===== src/rtl/msie_pkg.sv =====
package msie_pkg;

    localparam int TEXT_DEPTH_DEF = 1024;
    localparam int DATA_DEPTH_DEF = 256;
    localparam int REG_COUNT = 32;
    localparam int RA_W = 5;
    localparam int PC_W = 11;
    localparam int NXT_W = 27;
    localparam int MD_STEPS = 32;
    localparam int MD_CW = 5;

    localparam logic [3:0] ST_OK       = 4'd0;
    localparam logic [3:0] ST_PRINT    = 4'd1;
    localparam logic [3:0] ST_EXIT     = 4'd2;
    localparam logic [3:0] ST_FINISHED = 4'd3;
    localparam logic [3:0] ST_BADINSTR = 4'd4;
    localparam logic [3:0] ST_MEMRANGE = 4'd5;
    localparam logic [3:0] ST_DIVZERO  = 4'd6;
    localparam logic [3:0] ST_PCRANGE  = 4'd7;
    localparam logic [3:0] ST_HALTED   = 4'd8;

    localparam logic [5:0] OPC_SPECIAL = 6'd0;
    localparam logic [5:0] OPC_J       = 6'd2;
    localparam logic [5:0] OPC_BEQ     = 6'd4;
    localparam logic [5:0] OPC_BNE     = 6'd5;
    localparam logic [5:0] OPC_ADDIU   = 6'd9;
    localparam logic [5:0] OPC_LW      = 6'd35;
    localparam logic [5:0] OPC_SW      = 6'd43;

    localparam logic [5:0] FN_SYSCALL = 6'd12;
    localparam logic [5:0] FN_MFHI    = 6'd16;
    localparam logic [5:0] FN_MFLO    = 6'd18;
    localparam logic [5:0] FN_MULT    = 6'd24;
    localparam logic [5:0] FN_DIV     = 6'd26;
    localparam logic [5:0] FN_ADDU    = 6'd33;
    localparam logic [5:0] FN_SUBU    = 6'd35;
    localparam logic [5:0] FN_AND     = 6'd36;
    localparam logic [5:0] FN_OR      = 6'd37;
    localparam logic [5:0] FN_SLT     = 6'd42;

    localparam logic [RA_W-1:0] REG_V0 = 5'd2;
    localparam logic [RA_W-1:0] REG_A0 = 5'd4;
    localparam logic [RA_W-1:0] REG_GP = 5'd28;

    localparam logic [31:0] SYS_PRINT = 32'd1;
    localparam logic [31:0] SYS_READ  = 32'd5;
    localparam logic [31:0] SYS_EXIT  = 32'd10;

    typedef struct packed {
        logic start;
        logic is_div;
    } md_req_t;

endpackage


===== src/rtl/msie_muldiv.sv =====
module msie_muldiv (
    input  logic                   aclk,
    input  logic                   aresetn,
    input  msie_pkg::md_req_t      req,
    input  logic [31:0]            op_a,
    input  logic [31:0]            op_b,
    output logic                   done,
    output logic [31:0]            hi,
    output logic [31:0]            lo
);

    localparam logic [1:0] M_IDLE = 2'd0;
    localparam logic [1:0] M_RUN  = 2'd1;
    localparam logic [1:0] M_FIX  = 2'd2;

    logic [1:0]                 state_reg;
    logic [msie_pkg::MD_CW-1:0] cnt_reg;
    logic                       div_reg;
    logic                       neg_q_reg;
    logic                       neg_r_reg;
    logic [31:0]                hi_reg;
    logic [31:0]                lo_reg;
    logic [31:0]                mb_reg;
    logic                       done_reg;
    logic [32:0]                add_a;
    logic [32:0]                add_b;
    logic [33:0]                sum;
    logic [63:0]                prod_neg;

    always_comb begin
        if (div_reg) begin
            add_a = {hi_reg, lo_reg[31]};
            add_b = ~{1'b0, mb_reg};
        end else begin
            add_a = {1'b0, hi_reg};
            add_b = lo_reg[0] ? {1'b0, mb_reg} : 33'd0;
        end
        sum = {1'b0, add_a} + {1'b0, add_b} + {33'd0, div_reg};
        prod_neg = -{hi_reg, lo_reg};
    end

    always_ff @(posedge aclk) begin
        if (!aresetn) begin
            state_reg <= M_IDLE;
            done_reg  <= 1'b0;
        end else begin
            done_reg <= 1'b0;
            unique case (state_reg)
                M_IDLE: begin
                    if (req.start) begin
                        div_reg   <= req.is_div;
                        neg_q_reg <= op_a[31] ^ op_b[31];
                        neg_r_reg <= op_a[31];
                        hi_reg    <= 32'd0;
                        lo_reg    <= op_a[31] ? -op_a : op_a;
                        mb_reg    <= op_b[31] ? -op_b : op_b;
                        cnt_reg   <= '0;
                        state_reg <= M_RUN;
                    end
                end
                M_RUN: begin
                    if (div_reg) begin
                        if (sum[33]) begin
                            hi_reg <= sum[31:0];
                            lo_reg <= {lo_reg[30:0], 1'b1};
                        end else begin
                            hi_reg <= add_a[31:0];
                            lo_reg <= {lo_reg[30:0], 1'b0};
                        end
                    end else begin
                        hi_reg <= sum[32:1];
                        lo_reg <= {sum[0], lo_reg[31:1]};
                    end
                    cnt_reg <= cnt_reg + 1'b1;
                    if (cnt_reg == msie_pkg::MD_CW'(msie_pkg::MD_STEPS - 1)) begin
                        state_reg <= M_FIX;
                    end
                end
                M_FIX: begin
                    if (div_reg) begin
                        if (neg_q_reg) begin
                            lo_reg <= -lo_reg;
                        end
                        if (neg_r_reg) begin
                            hi_reg <= -hi_reg;
                        end
                    end else if (neg_q_reg) begin
                        {hi_reg, lo_reg} <= prod_neg;
                    end
                    done_reg  <= 1'b1;
                    state_reg <= M_IDLE;
                end
                default: begin
                    state_reg <= M_IDLE;
                end
            endcase
        end
    end

    assign done = done_reg;
    assign hi   = hi_reg;
    assign lo   = lo_reg;

endmodule


===== config.mk =====
export PLATFORM = sky130hd
export DESIGN_NAME = msie_muldiv
export DESIGN_NICKNAME = d
export VERILOG_FILES = /design/src/rtl/msie_pkg.sv /design/src/rtl/msie_muldiv.sv
export SDC_FILE = /design/constraint.sdc
export NUM_CORES = 1
export LEC_CHECK = 0
export ABC_CLOCK_PERIOD_IN_PS = 9650
export BUFFER_PORTS_ARGS = -buffer_cell sky130_fd_sc_hd__clkbuf_2
export CORE_MARGIN = 8
export CORE_UTILIZATION = 50
export CTS_BUF_LIST = sky130_fd_sc_hd__clkbuf_4 sky130_fd_sc_hd__clkbuf_8
export CTS_CLUSTER_DIAMETER = 120
export DETAILED_ROUTE_END_ITERATION = 8
export PLACE_DENSITY_LB_ADDON = 0.2
export SLEW_MARGIN = 0
export SYNTH_ARGS = -nofsm -noshare
export SYNTH_HDL_FRONTEND = slang
export SYNTH_SLANG_ARGS = --single-unit

===== constraint.sdc =====
create_clock -name aclk -period 9.65 [get_ports aclk]
set_clock_uncertainty 0.15 [all_clocks]
set_input_delay 0.965 -clock aclk [delete_from_list [all_inputs] [get_ports aclk]]
set_output_delay 0.965 -clock aclk [all_outputs]
set_load 0.02 [all_outputs]

Yosys cells after proc, flatten, opt, wreduce, memory -nomap -nowiden

Cells that the tools add are included.

Bits in registers: 107
Input bits: 68
Output and inout port bits: 65
Word-level logic and storage cells: 61

Add/subtract/negate cells: 8
Equal/unequal tests: 8
Multiplexer cells: 25
Bitwise gates (word level): 2
Reductions and logical operators: 8

Operators by type and width:

| operator            | count |
|---|---|
| $mux 32             | 13 |
| $pmux 32 s3         | 2 |
| $neg 32->32         | 4 |
| $mux 33             | 2 |
| $neg 64->64         | 1 |
| $add 33x33->34      | 1 |
| $add 34x1->34       | 1 |
| $not 32->33         | 1 |
| $mux 31             | 1 |
| $pmux 5 s2          | 1 |
| $ne 2x2->1 const B  | 3 |
| $ne 3x3->1 const B  | 2 |
| $reduce_and 3->1    | 2 |
| $add 5x1->5 const B | 1 |
| $eq 5x5->1 const B  | 1 |
| $mux 5              | 1 |
| $reduce_and 5->1    | 1 |
| $mux 2              | 2 |
| $pmux 2 s2          | 1 |
| $reduce_and 4->1    | 1 |
| $reduce_bool 3->1   | 1 |
| $eq 2x1->1 const B  | 1 |
| $eq 2x2->1 const B  | 1 |
| $logic_not 2->1     | 1 |
| 4 further kinds     | 5 |

Depth between registers and ports, before layout

Gate-level depths: netlist of the first run.

Depth in word-level cells: 7
Mapped depth: 18
Gate-level depth less buffers: 14

Worst setup path after synthesis of the first run

OpenSTA, ideal clock, no wires.

Path type: register to register
From: register div_reg
To: register hi_reg[26], in the netlist hi[26] (data pin)
Library setup time: 0.256 ns
Arrival time: 4.559 ns
Required time: 9.244 ns
Setup slack: 4.685 ns
Stages on the path, launching flop included: 16
Buffers on the path: 4
Clock period less this slack: 4.965 ns
Path through: edfxtp_1 buf_1 buf_1 clkbuf_1 clkbuf_1 o21ai_0 fa_1 fa_1 a211oi_1 o211ai_1 a211oi_1 a211oi_1 nor3_1 xnor2_1 o221a_2 a22o_1

Word-level cells in the longest chain between the ends: 6
Elaborated cells on any way between the ends: 8
Classes of those cells: 2 x add/sub; 6 x mux

RTL lines:

| item                   | RTL line          | RTL |
|---|---|---|
| start, declared        | msie_muldiv.sv:18 | `logic div_reg;` |
| start signal, assigned | msie_muldiv.sv:51 | `div_reg <= req.is_div;` |
| $mux 33                | msie_muldiv.sv:31 | `if (div_reg) begin` |
| $add 33x33->34         | msie_muldiv.sv:38 | `sum = {1'b0, add_a} + {1'b0, add_b} + {33'd0, div_reg};` |
| $add 34x1->34          | msie_muldiv.sv:38 |  |
| $mux 32                | msie_muldiv.sv:63 | `if (sum[33]) begin` |
| $mux 32                | msie_muldiv.sv:62 | `if (div_reg) begin` |
| $pmux 32 s3 *          | msie_muldiv.sv:48 | `unique case (state_reg)` |
| end signal, assigned   | msie_muldiv.sv:64 | `hi_reg <= sum[31:0];` |
| end signal, assigned   | msie_muldiv.sv:67 | `hi_reg <= add_a[31:0];` |
| end signal, assigned   | msie_muldiv.sv:71 | `hi_reg <= sum[32:1];` |
| end, declared          | msie_muldiv.sv:21 | `logic [31:0] hi_reg;` |

Every way passes the cells marked *; elsewhere a longest branch is shown, timed or not.
A chain may end at the register's enable or synchronous reset.

Worst setup path in the final report of the first run

Ends and elaborated chain as after synthesis.

==> metrics.md, run 1 <==
| Metric | Value |
|---|---|
| Setup violators final | 0 |
| Worst setup margin | 3.52 ns |
| Post-CTS Hold Buffers | 0 |
| Leakage Power | 0.00407 uW |
| Placer Congestion | 0.928 |
| Worst r2r dst | hi[26] |
| Gate count of the mapped netlist | 1164 |
| Io pins | 133 |
| Most used DFF post-synth | edfxtp_1 |
| Post-layout min period | 6.13 ns |
| Wire per inst | 19.1 um |
| Crit path capture type | flop |
| CP Class | flop to flop |
| Warnings from Yosys | 0 |
| Synthesized area | 10200 um^2 |
| Row Count | 52 |
| Final nets | 1357 |
| Register area share after synthesis | 31.2% |
| CP top delay family | compound AO/OA/AOI/OAI gates |
| Reg2reg path depth | 15 |
| Crit path arrival time | 6.16 ns |
| Core area | 20200 um^2 |
| Run status | complete, no violations |
| Final instance area | 11200 um^2 |
| Library cells used by synthesis | 71 |
| Fillers | 1910 |
| Commonest non-fill, non-tap cell in the layout | clkbuf_2 |
| First DRT Iteration DRCs | 882 |
| Startpoint type of the worst setup path | flop |
| R2R setup slack | 3.52 ns |
| Largest net degree at the start of global routing | 92 |
| Async set-reset flop share out of synthesis | 0% |
| Final slew viol count | 0 |
| Fmax | 163 MHz |
| Drc violations | 0 |
| Starting Density | 50.6% |
| Cts repair resizes | 0 |
| Final HPWL DP | 21300 um |
| Hold path start | state_reg[1] |
| Mean number of vias per cell | 6.27 |
| Pwr dens | 126 nW/um^2 |
| GRT Overall Usage | 22.5% |
| Worst Path Max Fanout | 91 |
| Worst r2r src | div_reg |
| Ratio of cells with drive above 1 in the final layout | 18.6% |
| Cts bufs inserted | 9 |
| Die Y | 159 um |
| Most frequent cells in the layout | 132 x clkbuf_2, 114 x nand2_1, 104 x edfxtp_1 |
| Routed WL | 29100 um |
| Setup bufs post-CTS | 0 |
| Sequential standard cell area | 3180 um^2 |
| Vias in the first global route | 9130 |
| Max incr delay on CP | 1.00 ns |
| Area of the multi-input gates | 6660 um^2 |
| Post-DP Area | 11000 um^2 |
| Worst Path Required | 9.68 ns |
| GRT met2 Usage | 34.4% |
| Met3 Usage GRT | 3.49% |
| Worst Hold Depth | 2 |
| Port Buffers | 132 |
| ANT cells | 0 |
| Worst Max-Slew Pin Slew | 1.16 ns |
| Bufs on Longest Clock Path | 2 |
| Worst hold path type | flop to flop |
| Worst Hold Endpoint | state_reg[1] |
| Max-slew headroom | 22.2% |
| Clk sink count | 107 |
| CTS tree | yes |
| Number of synthesized flops with an enable pin | 104 |
| WP buf/inv | 2 |
| Net count after synthesis | 1276 |
| Worst-skew pair later-pin latency | 0.40 ns |
| Hold Vio Cnt, Final | 0 |
| CP most frequent cell | a211oi_1 |
| GRT Max-Usage Layer | met2 |
| Via count | 9527 |
| RSZ-0062 raised after global routing | no |
| Dpl ws | 3.58 ns |
| Slowest CP cell | edfxtp_1 |
| Average cell area after synthesis | 8.77 um^2 |
| Pre-antenna DRT Iters | 6 |
| Worst vdd ir | 92.2 uV |
| Initial antenna violation count | 0 |
| Full die area | 25200 um^2 |
| MaxCap Viol Count | 0 |
| Crit share post-route | 63.5% |
| Worst-path cell chain | buf_4 -> nor2_2 -> buf_4 -> nand2_1 -> o21ai_0 -> fa_1 -> fa_1 -> a211oi_1 -> o211ai_1 -> a211oi_1 -> a211oi_1 -> nor3_1 -> xnor2_1 -> o221a_2 -> a22o_1 |
| Area Overhead vs Synth | 9.67% |
| GRT met1 Usage | 31.7% |
| Setup TNS | 0 ns |
| Die Wd | 159 um |
| H-tree depth | 3 |
| Post-route ant nets | 0 |
| First-pass GRT wire length | 47500 um |
| Grt total ovfl | 0 |
| Clk pin slew, worst setup/hold paths | 0.12 ns |
| Clock root cell | clkbuf_8 |
| Synth Register Bits | 107 |
[layer usage]
layer / wire length, um / up-vias
met5: 0 / -
met4: 801 / 0
met3: 2060 / 60
met2: 12700 / 397
met1: 13500 / 4504
li1: - / 4566
[Yosys cell counts (4+ instances only)]
cell,count,area (um^2)
a211oi_1,11,82.6
a21boi_0,5,37.5
a21o_1,12,90.1
a21oi_1,79,395
a221oi_1,21,184
a22oi_1,8,60.1
a31oi_1,8,50.1
and2_1,9,56.3
and3_1,6,37.5
buf_1,5,18.8
clkbuf_1,57,214
edfxtp_1,104,3120
ha_1,42,526
inv_1,25,93.8
mux2_2,57,642
nand2_1,114,428
nand2b_1,12,75.1
nand3_1,19,95.1
nand3b_1,6,45.0
nand4_1,7,43.8
nor2_1,76,285
nor2b_1,6,37.5
nor3_1,28,140
nor4_1,14,87.6
o211ai_1,8,60.1
o21a_1,8,60.1
o21ai_0,101,505
o221ai_1,21,184
o22ai_1,23,144
o31ai_1,18,135
o41ai_1,9,78.8
or2_2,4,25.0
or3_1,16,100
or4_1,15,113
or4_4,5,56.3
xnor2_1,91,797
xor2_1,55,482
[tightest hold or removal path, stage by stage, from the launching register on]
cell and delay [ns]:
dfxtp_1 0.36, a21oi_1 0.12, nor3b_1 0.06
[worst max path at each step]
stage	from	endpoint	depth (start not counted)
final	div_reg	hi[26]	15
after global routing	div_reg	hi[26]	15
after CTS	div_reg	hi[26]	15
after detailed placement	div_reg	hi[26]	15
after global placement	div_reg	hi[26]	15
after floorplan	div_reg	hi[26]	15
[cells by family (layout without fill, tap and decap cells)]
| group | Yosys count | in the layout | synth area share (%) |
|---|---|---|---|
| AO/OA/AOI/OAI | 358 | 358 | 22.9 |
| AND/OR/NAND/NOR | 354 | 354 | 17.5 |
| XOR/XNOR | 146 | 146 | 12.5 |
| flip-flops | 107 | 107 | 31.2 |
| buffers and inverters | 95 | 181 | 3.84 |
| multiplexers | 60 | 60 | 6.58 |
| adder cells (fa/ha/maj) | 44 | 44 | 5.54 |
[through the flow]
stage | util (%) | cells | hold slack (ns) | total power (uW)
after global routing | 55.5 | 1520 | 0.456 | 1490
after global placement | 54.5 | 1504 | 0.398 | 1100
final | 55.5 | 1520 | 0.422 | 1410
after floorplan | - | 1164 | 0.371 | 964
after CTS | 55.5 | 1520 | 0.426 | 1410
after detailed placement | 54.5 | 1504 | 0.405 | 1110
[power by group]
part / total [uW] / switching, uW / internal (uW)
clock network: 304 / 170 / 134
logic: 497 / 306 / 192
registers: 609 / 49.7 / 559
total: 1410 / 525 / 884
[cell type report]
class                   count  share of cell area (%)
clock buffers              12                    1.36
clock inverters             4                   0.436
inverters                  25                   0.838
multi-input cells         962                    59.5
flip-flops and latches    107                    28.4
well taps                 270                    3.02
repair buffers            140                    6.44
(Power assumes the default switching activity.)
==> run 2, diff against run 1 <==
ABC_AREA = 1   (was not set)
ABC_CLOCK_PERIOD_IN_PS = 5100   (was 9650)
clock period = 5.1 ns   (was 9.65 ns; I/O delays follow)
==> metrics.md, run 2 <==
| Metric | Value |
|---|---|
| Dominant cells by area after synthesis | edfxtp_1 24%, nand2_1 17%, nand3_1 8.8%, inv_1 8.8%, nor2_1 6.9% |
| Tot Pwr | 6860 uW |
| Row Count | 59 |
| Leakage Power | 0.00651 uW |
| First-pass GRT wire length | 73400 um |
| Layout Utilization | 54.5% |
| MaxCap Viol Count | 0 |
| Clk pin slew, worst setup/hold paths | 0.12 ns |
| Switch Pwr | 3940 uW |
| Worst-skew pair later-pin latency | 0.41 ns |
| Register area share after synthesis | 24.6% |
| Warnings from Yosys | 0 |
| Io pins | 133 |
| Area Overhead vs Synth | 8.42% |
| Most used DFF post-synth | edfxtp_1 |
| Pwr dens | 490 nW/um^2 |
| Worst Path Max Fanout | 157 |
| Gate count of the mapped netlist | 2140 |
| Worst Path Required | 5.10 ns |
| Wire per inst | 18.4 um |
| Largest net degree at the start of global routing | 158 |
| Clock root cell | clkbuf_8 |
| CP Class | flop to flop |
| Final Non-Filler Cells | 2565 |
| Crit path capture type | flop |
| Post-layout min period | 4.05 ns |
| Bufs on Longest Clock Path | 2 |
| Via count | 14.6k |
| Cts repair resizes | 0 |
| RSZ-0062 raised after global routing | no |
| Mean number of vias per cell | 5.67 |
| Leading area contributor after synthesis | edfxtp_1 |
| Routed WL | 47200 um |
| Placer Congestion | 1.03 |
| Dpl ws | 1.25 ns |
| Synthesized area | 12900 um^2 |
| Worst vdd ir | 272 uV |
| Hold Vio Cnt, Final | 0 |
| Initial antenna violation count | 0 |
| Final HPWL DP | 37800 um |
| Starting Density | 50.3% |
| Setup bufs post-CTS | 0 |
| First DRT Iteration DRCs | 1759 |
| Worst Max-Slew Pin Slew | 1.06 ns |
| Drc violations | 0 |
| Crit path arrival time | 4.05 ns |
| ANT cells | 0 |
| Fmax | 247 MHz |
| Max-slew headroom | 28.8% |
| Die Wd | 177 um |
| Die Y | 177 um |
| Full die area | 31200 um^2 |
| Cts bufs inserted | 9 |
| Post-route ant nets | 0 |
| Commonest non-fill, non-tap cell in the layout | nand2_1 |
| Switching share of power | 57.4% |
| Final slew viol count | 0 |
| GRT Overall Usage | 29.8% |
| Count leader, synth | nand2_1 |
| H-tree depth | 3 |
| Library cells used by synthesis | 52 |
| Grt total ovfl | 0 |
| Clk sink count | 107 |
| Net count after synthesis | 2252 |
| Vias in the first global route | 13.4k |
| Number of synthesized flops with an enable pin | 104 |
| CTS tree | yes |
| Sequential share of power | 25.4% |
| Worst setup margin | 1.05 ns |
| Clk pwr share | 8.5% |
| Core area | 25700 um^2 |
| Power Internal | 2920 uW |
| Synth Register Bits | 107 |
| Post-synth top cells | 592 x nand2_1, 302 x inv_1, 238 x nor2_1, 228 x nand3_1, 154 x o21ai_0 |
| Run status | complete, no violations |
| Combinational Power Share | 66.1% |
| # placed instances | 2549 |
| Average cell area after synthesis | 6.04 um^2 |
| Startpoint type of the worst setup path | flop |
| Setup TNS | 0 ns |
| Ratio of cells with drive above 1 in the final layout | 11.5% |
| Post-CTS Hold Buffers | 0 |
| Final nets | 2337 |
| Port Buffers | 132 |
| Most frequent cells in the layout | 592 x nand2_1, 301 x inv_1, 237 x nor2_1 |
| Top-area cell type share of the netlist area | 24.2% |
| Setup violators final | 0 |
| Crit share post-route | 79.4% |
| Worst hold path type | input port to flop |
| Pre-antenna DRT Iters | 6 |
| Async set-reset flop share out of synthesis | 0% |
run 2: changes by cell type after synthesis, moves of 21 or more:
cell	change
nand2_1	+478
inv_1	+277
nand3_1	+209
nor2_1	+162
xnor2_1	-73
mux2_2	-56
o21ai_0	+53
nand4_1	+34
a21oi_1	+31
o22ai_1	-23
a221oi_1	-21
o221ai_1	-21
run 2: per-stage QoR:
stage	instance area (um^2)	hold slack, ns
after floorplan	12900	0.341
after global placement	13800	0.375
after detailed placement	13800	0.391
after CTS	14000	0.124
after global routing	14000	0.129
final	14000	0.136
run 2: logic make-up after synthesis:
| family | count (synthesis) | synth area share [%] |
|---|---|---|
| flops | 107 | 24.6 |
| mux | 1 | 0.0872 |
| buf+inv | 392 | 11.8 |
| xor+xnor | 62 | 4.20 |
| compound gates | 317 | 13.2 |
| fa+ha+maj | 44 | 4.38 |
| simple gates | 1217 | 41.7 |
run 2: routing by layer:
layer  vias to the layer above  share of wire, %  global-route usage (%)
li1                       7138                 -                       -
met1                      6542                42                    40.6
met2                       752                44                    45.6
met3                       118               9.3                    4.20
met4                         0               4.9                    14.4
met5                         -                 0                       0
run 2: path summary, 6_finish.rpt:
| path | from | end | slack [ns] | cells past startpoint |
|---|---|---|---|---|
| max reg2reg | div_reg | hi[10] | 1.05 | 17 |
| max | div_reg | hi[10] | 1.05 | 17 |
| min | req[0] | div_reg | 0.14 | 1 |
| min reg2reg | state_reg[1] | state_reg[1] | 0.41 | 2 |
run 2: cell type report:
type	instances	area, um^2
clock inverters	7	73.8
flip-flops and latches	107	3180
repair buffers	145	771
clock buffers	9	124
inverters	321	1210
multi-input cells	1641	8230
well taps	335	419
fillers	2753	11700
run 2: worst max-delay path, cell delays in order, from the launching register on:
cell      delay, ns
edfxtp_1       0.46
buf_12         0.26
o21ai_0        0.76
ha_1           0.42
nand2_1        0.15
inv_1          0.05
nand2_1        0.06
nand2_1        0.10
nand2_1        0.07
nand2_1        0.07
inv_1          0.11
nand2_4        0.08
nand2_8        0.15
nand2_8        0.20
nor2_4         0.31
nand2_1        0.10
nand3b_1       0.10
a21oi_1        0.06
run 2: power by group through the flow:
stage          Sequential, uW  Clock, uW  Combinational [uW]
3_5_place_dp             1750          0                4460
6_report                 1740        582                4540
2_1_floorplan            1850          0                2960
3_3_place_gp             1740          0                4420
4_1_cts                  1720        581                4480
5_1_grt                  1770        610                5010
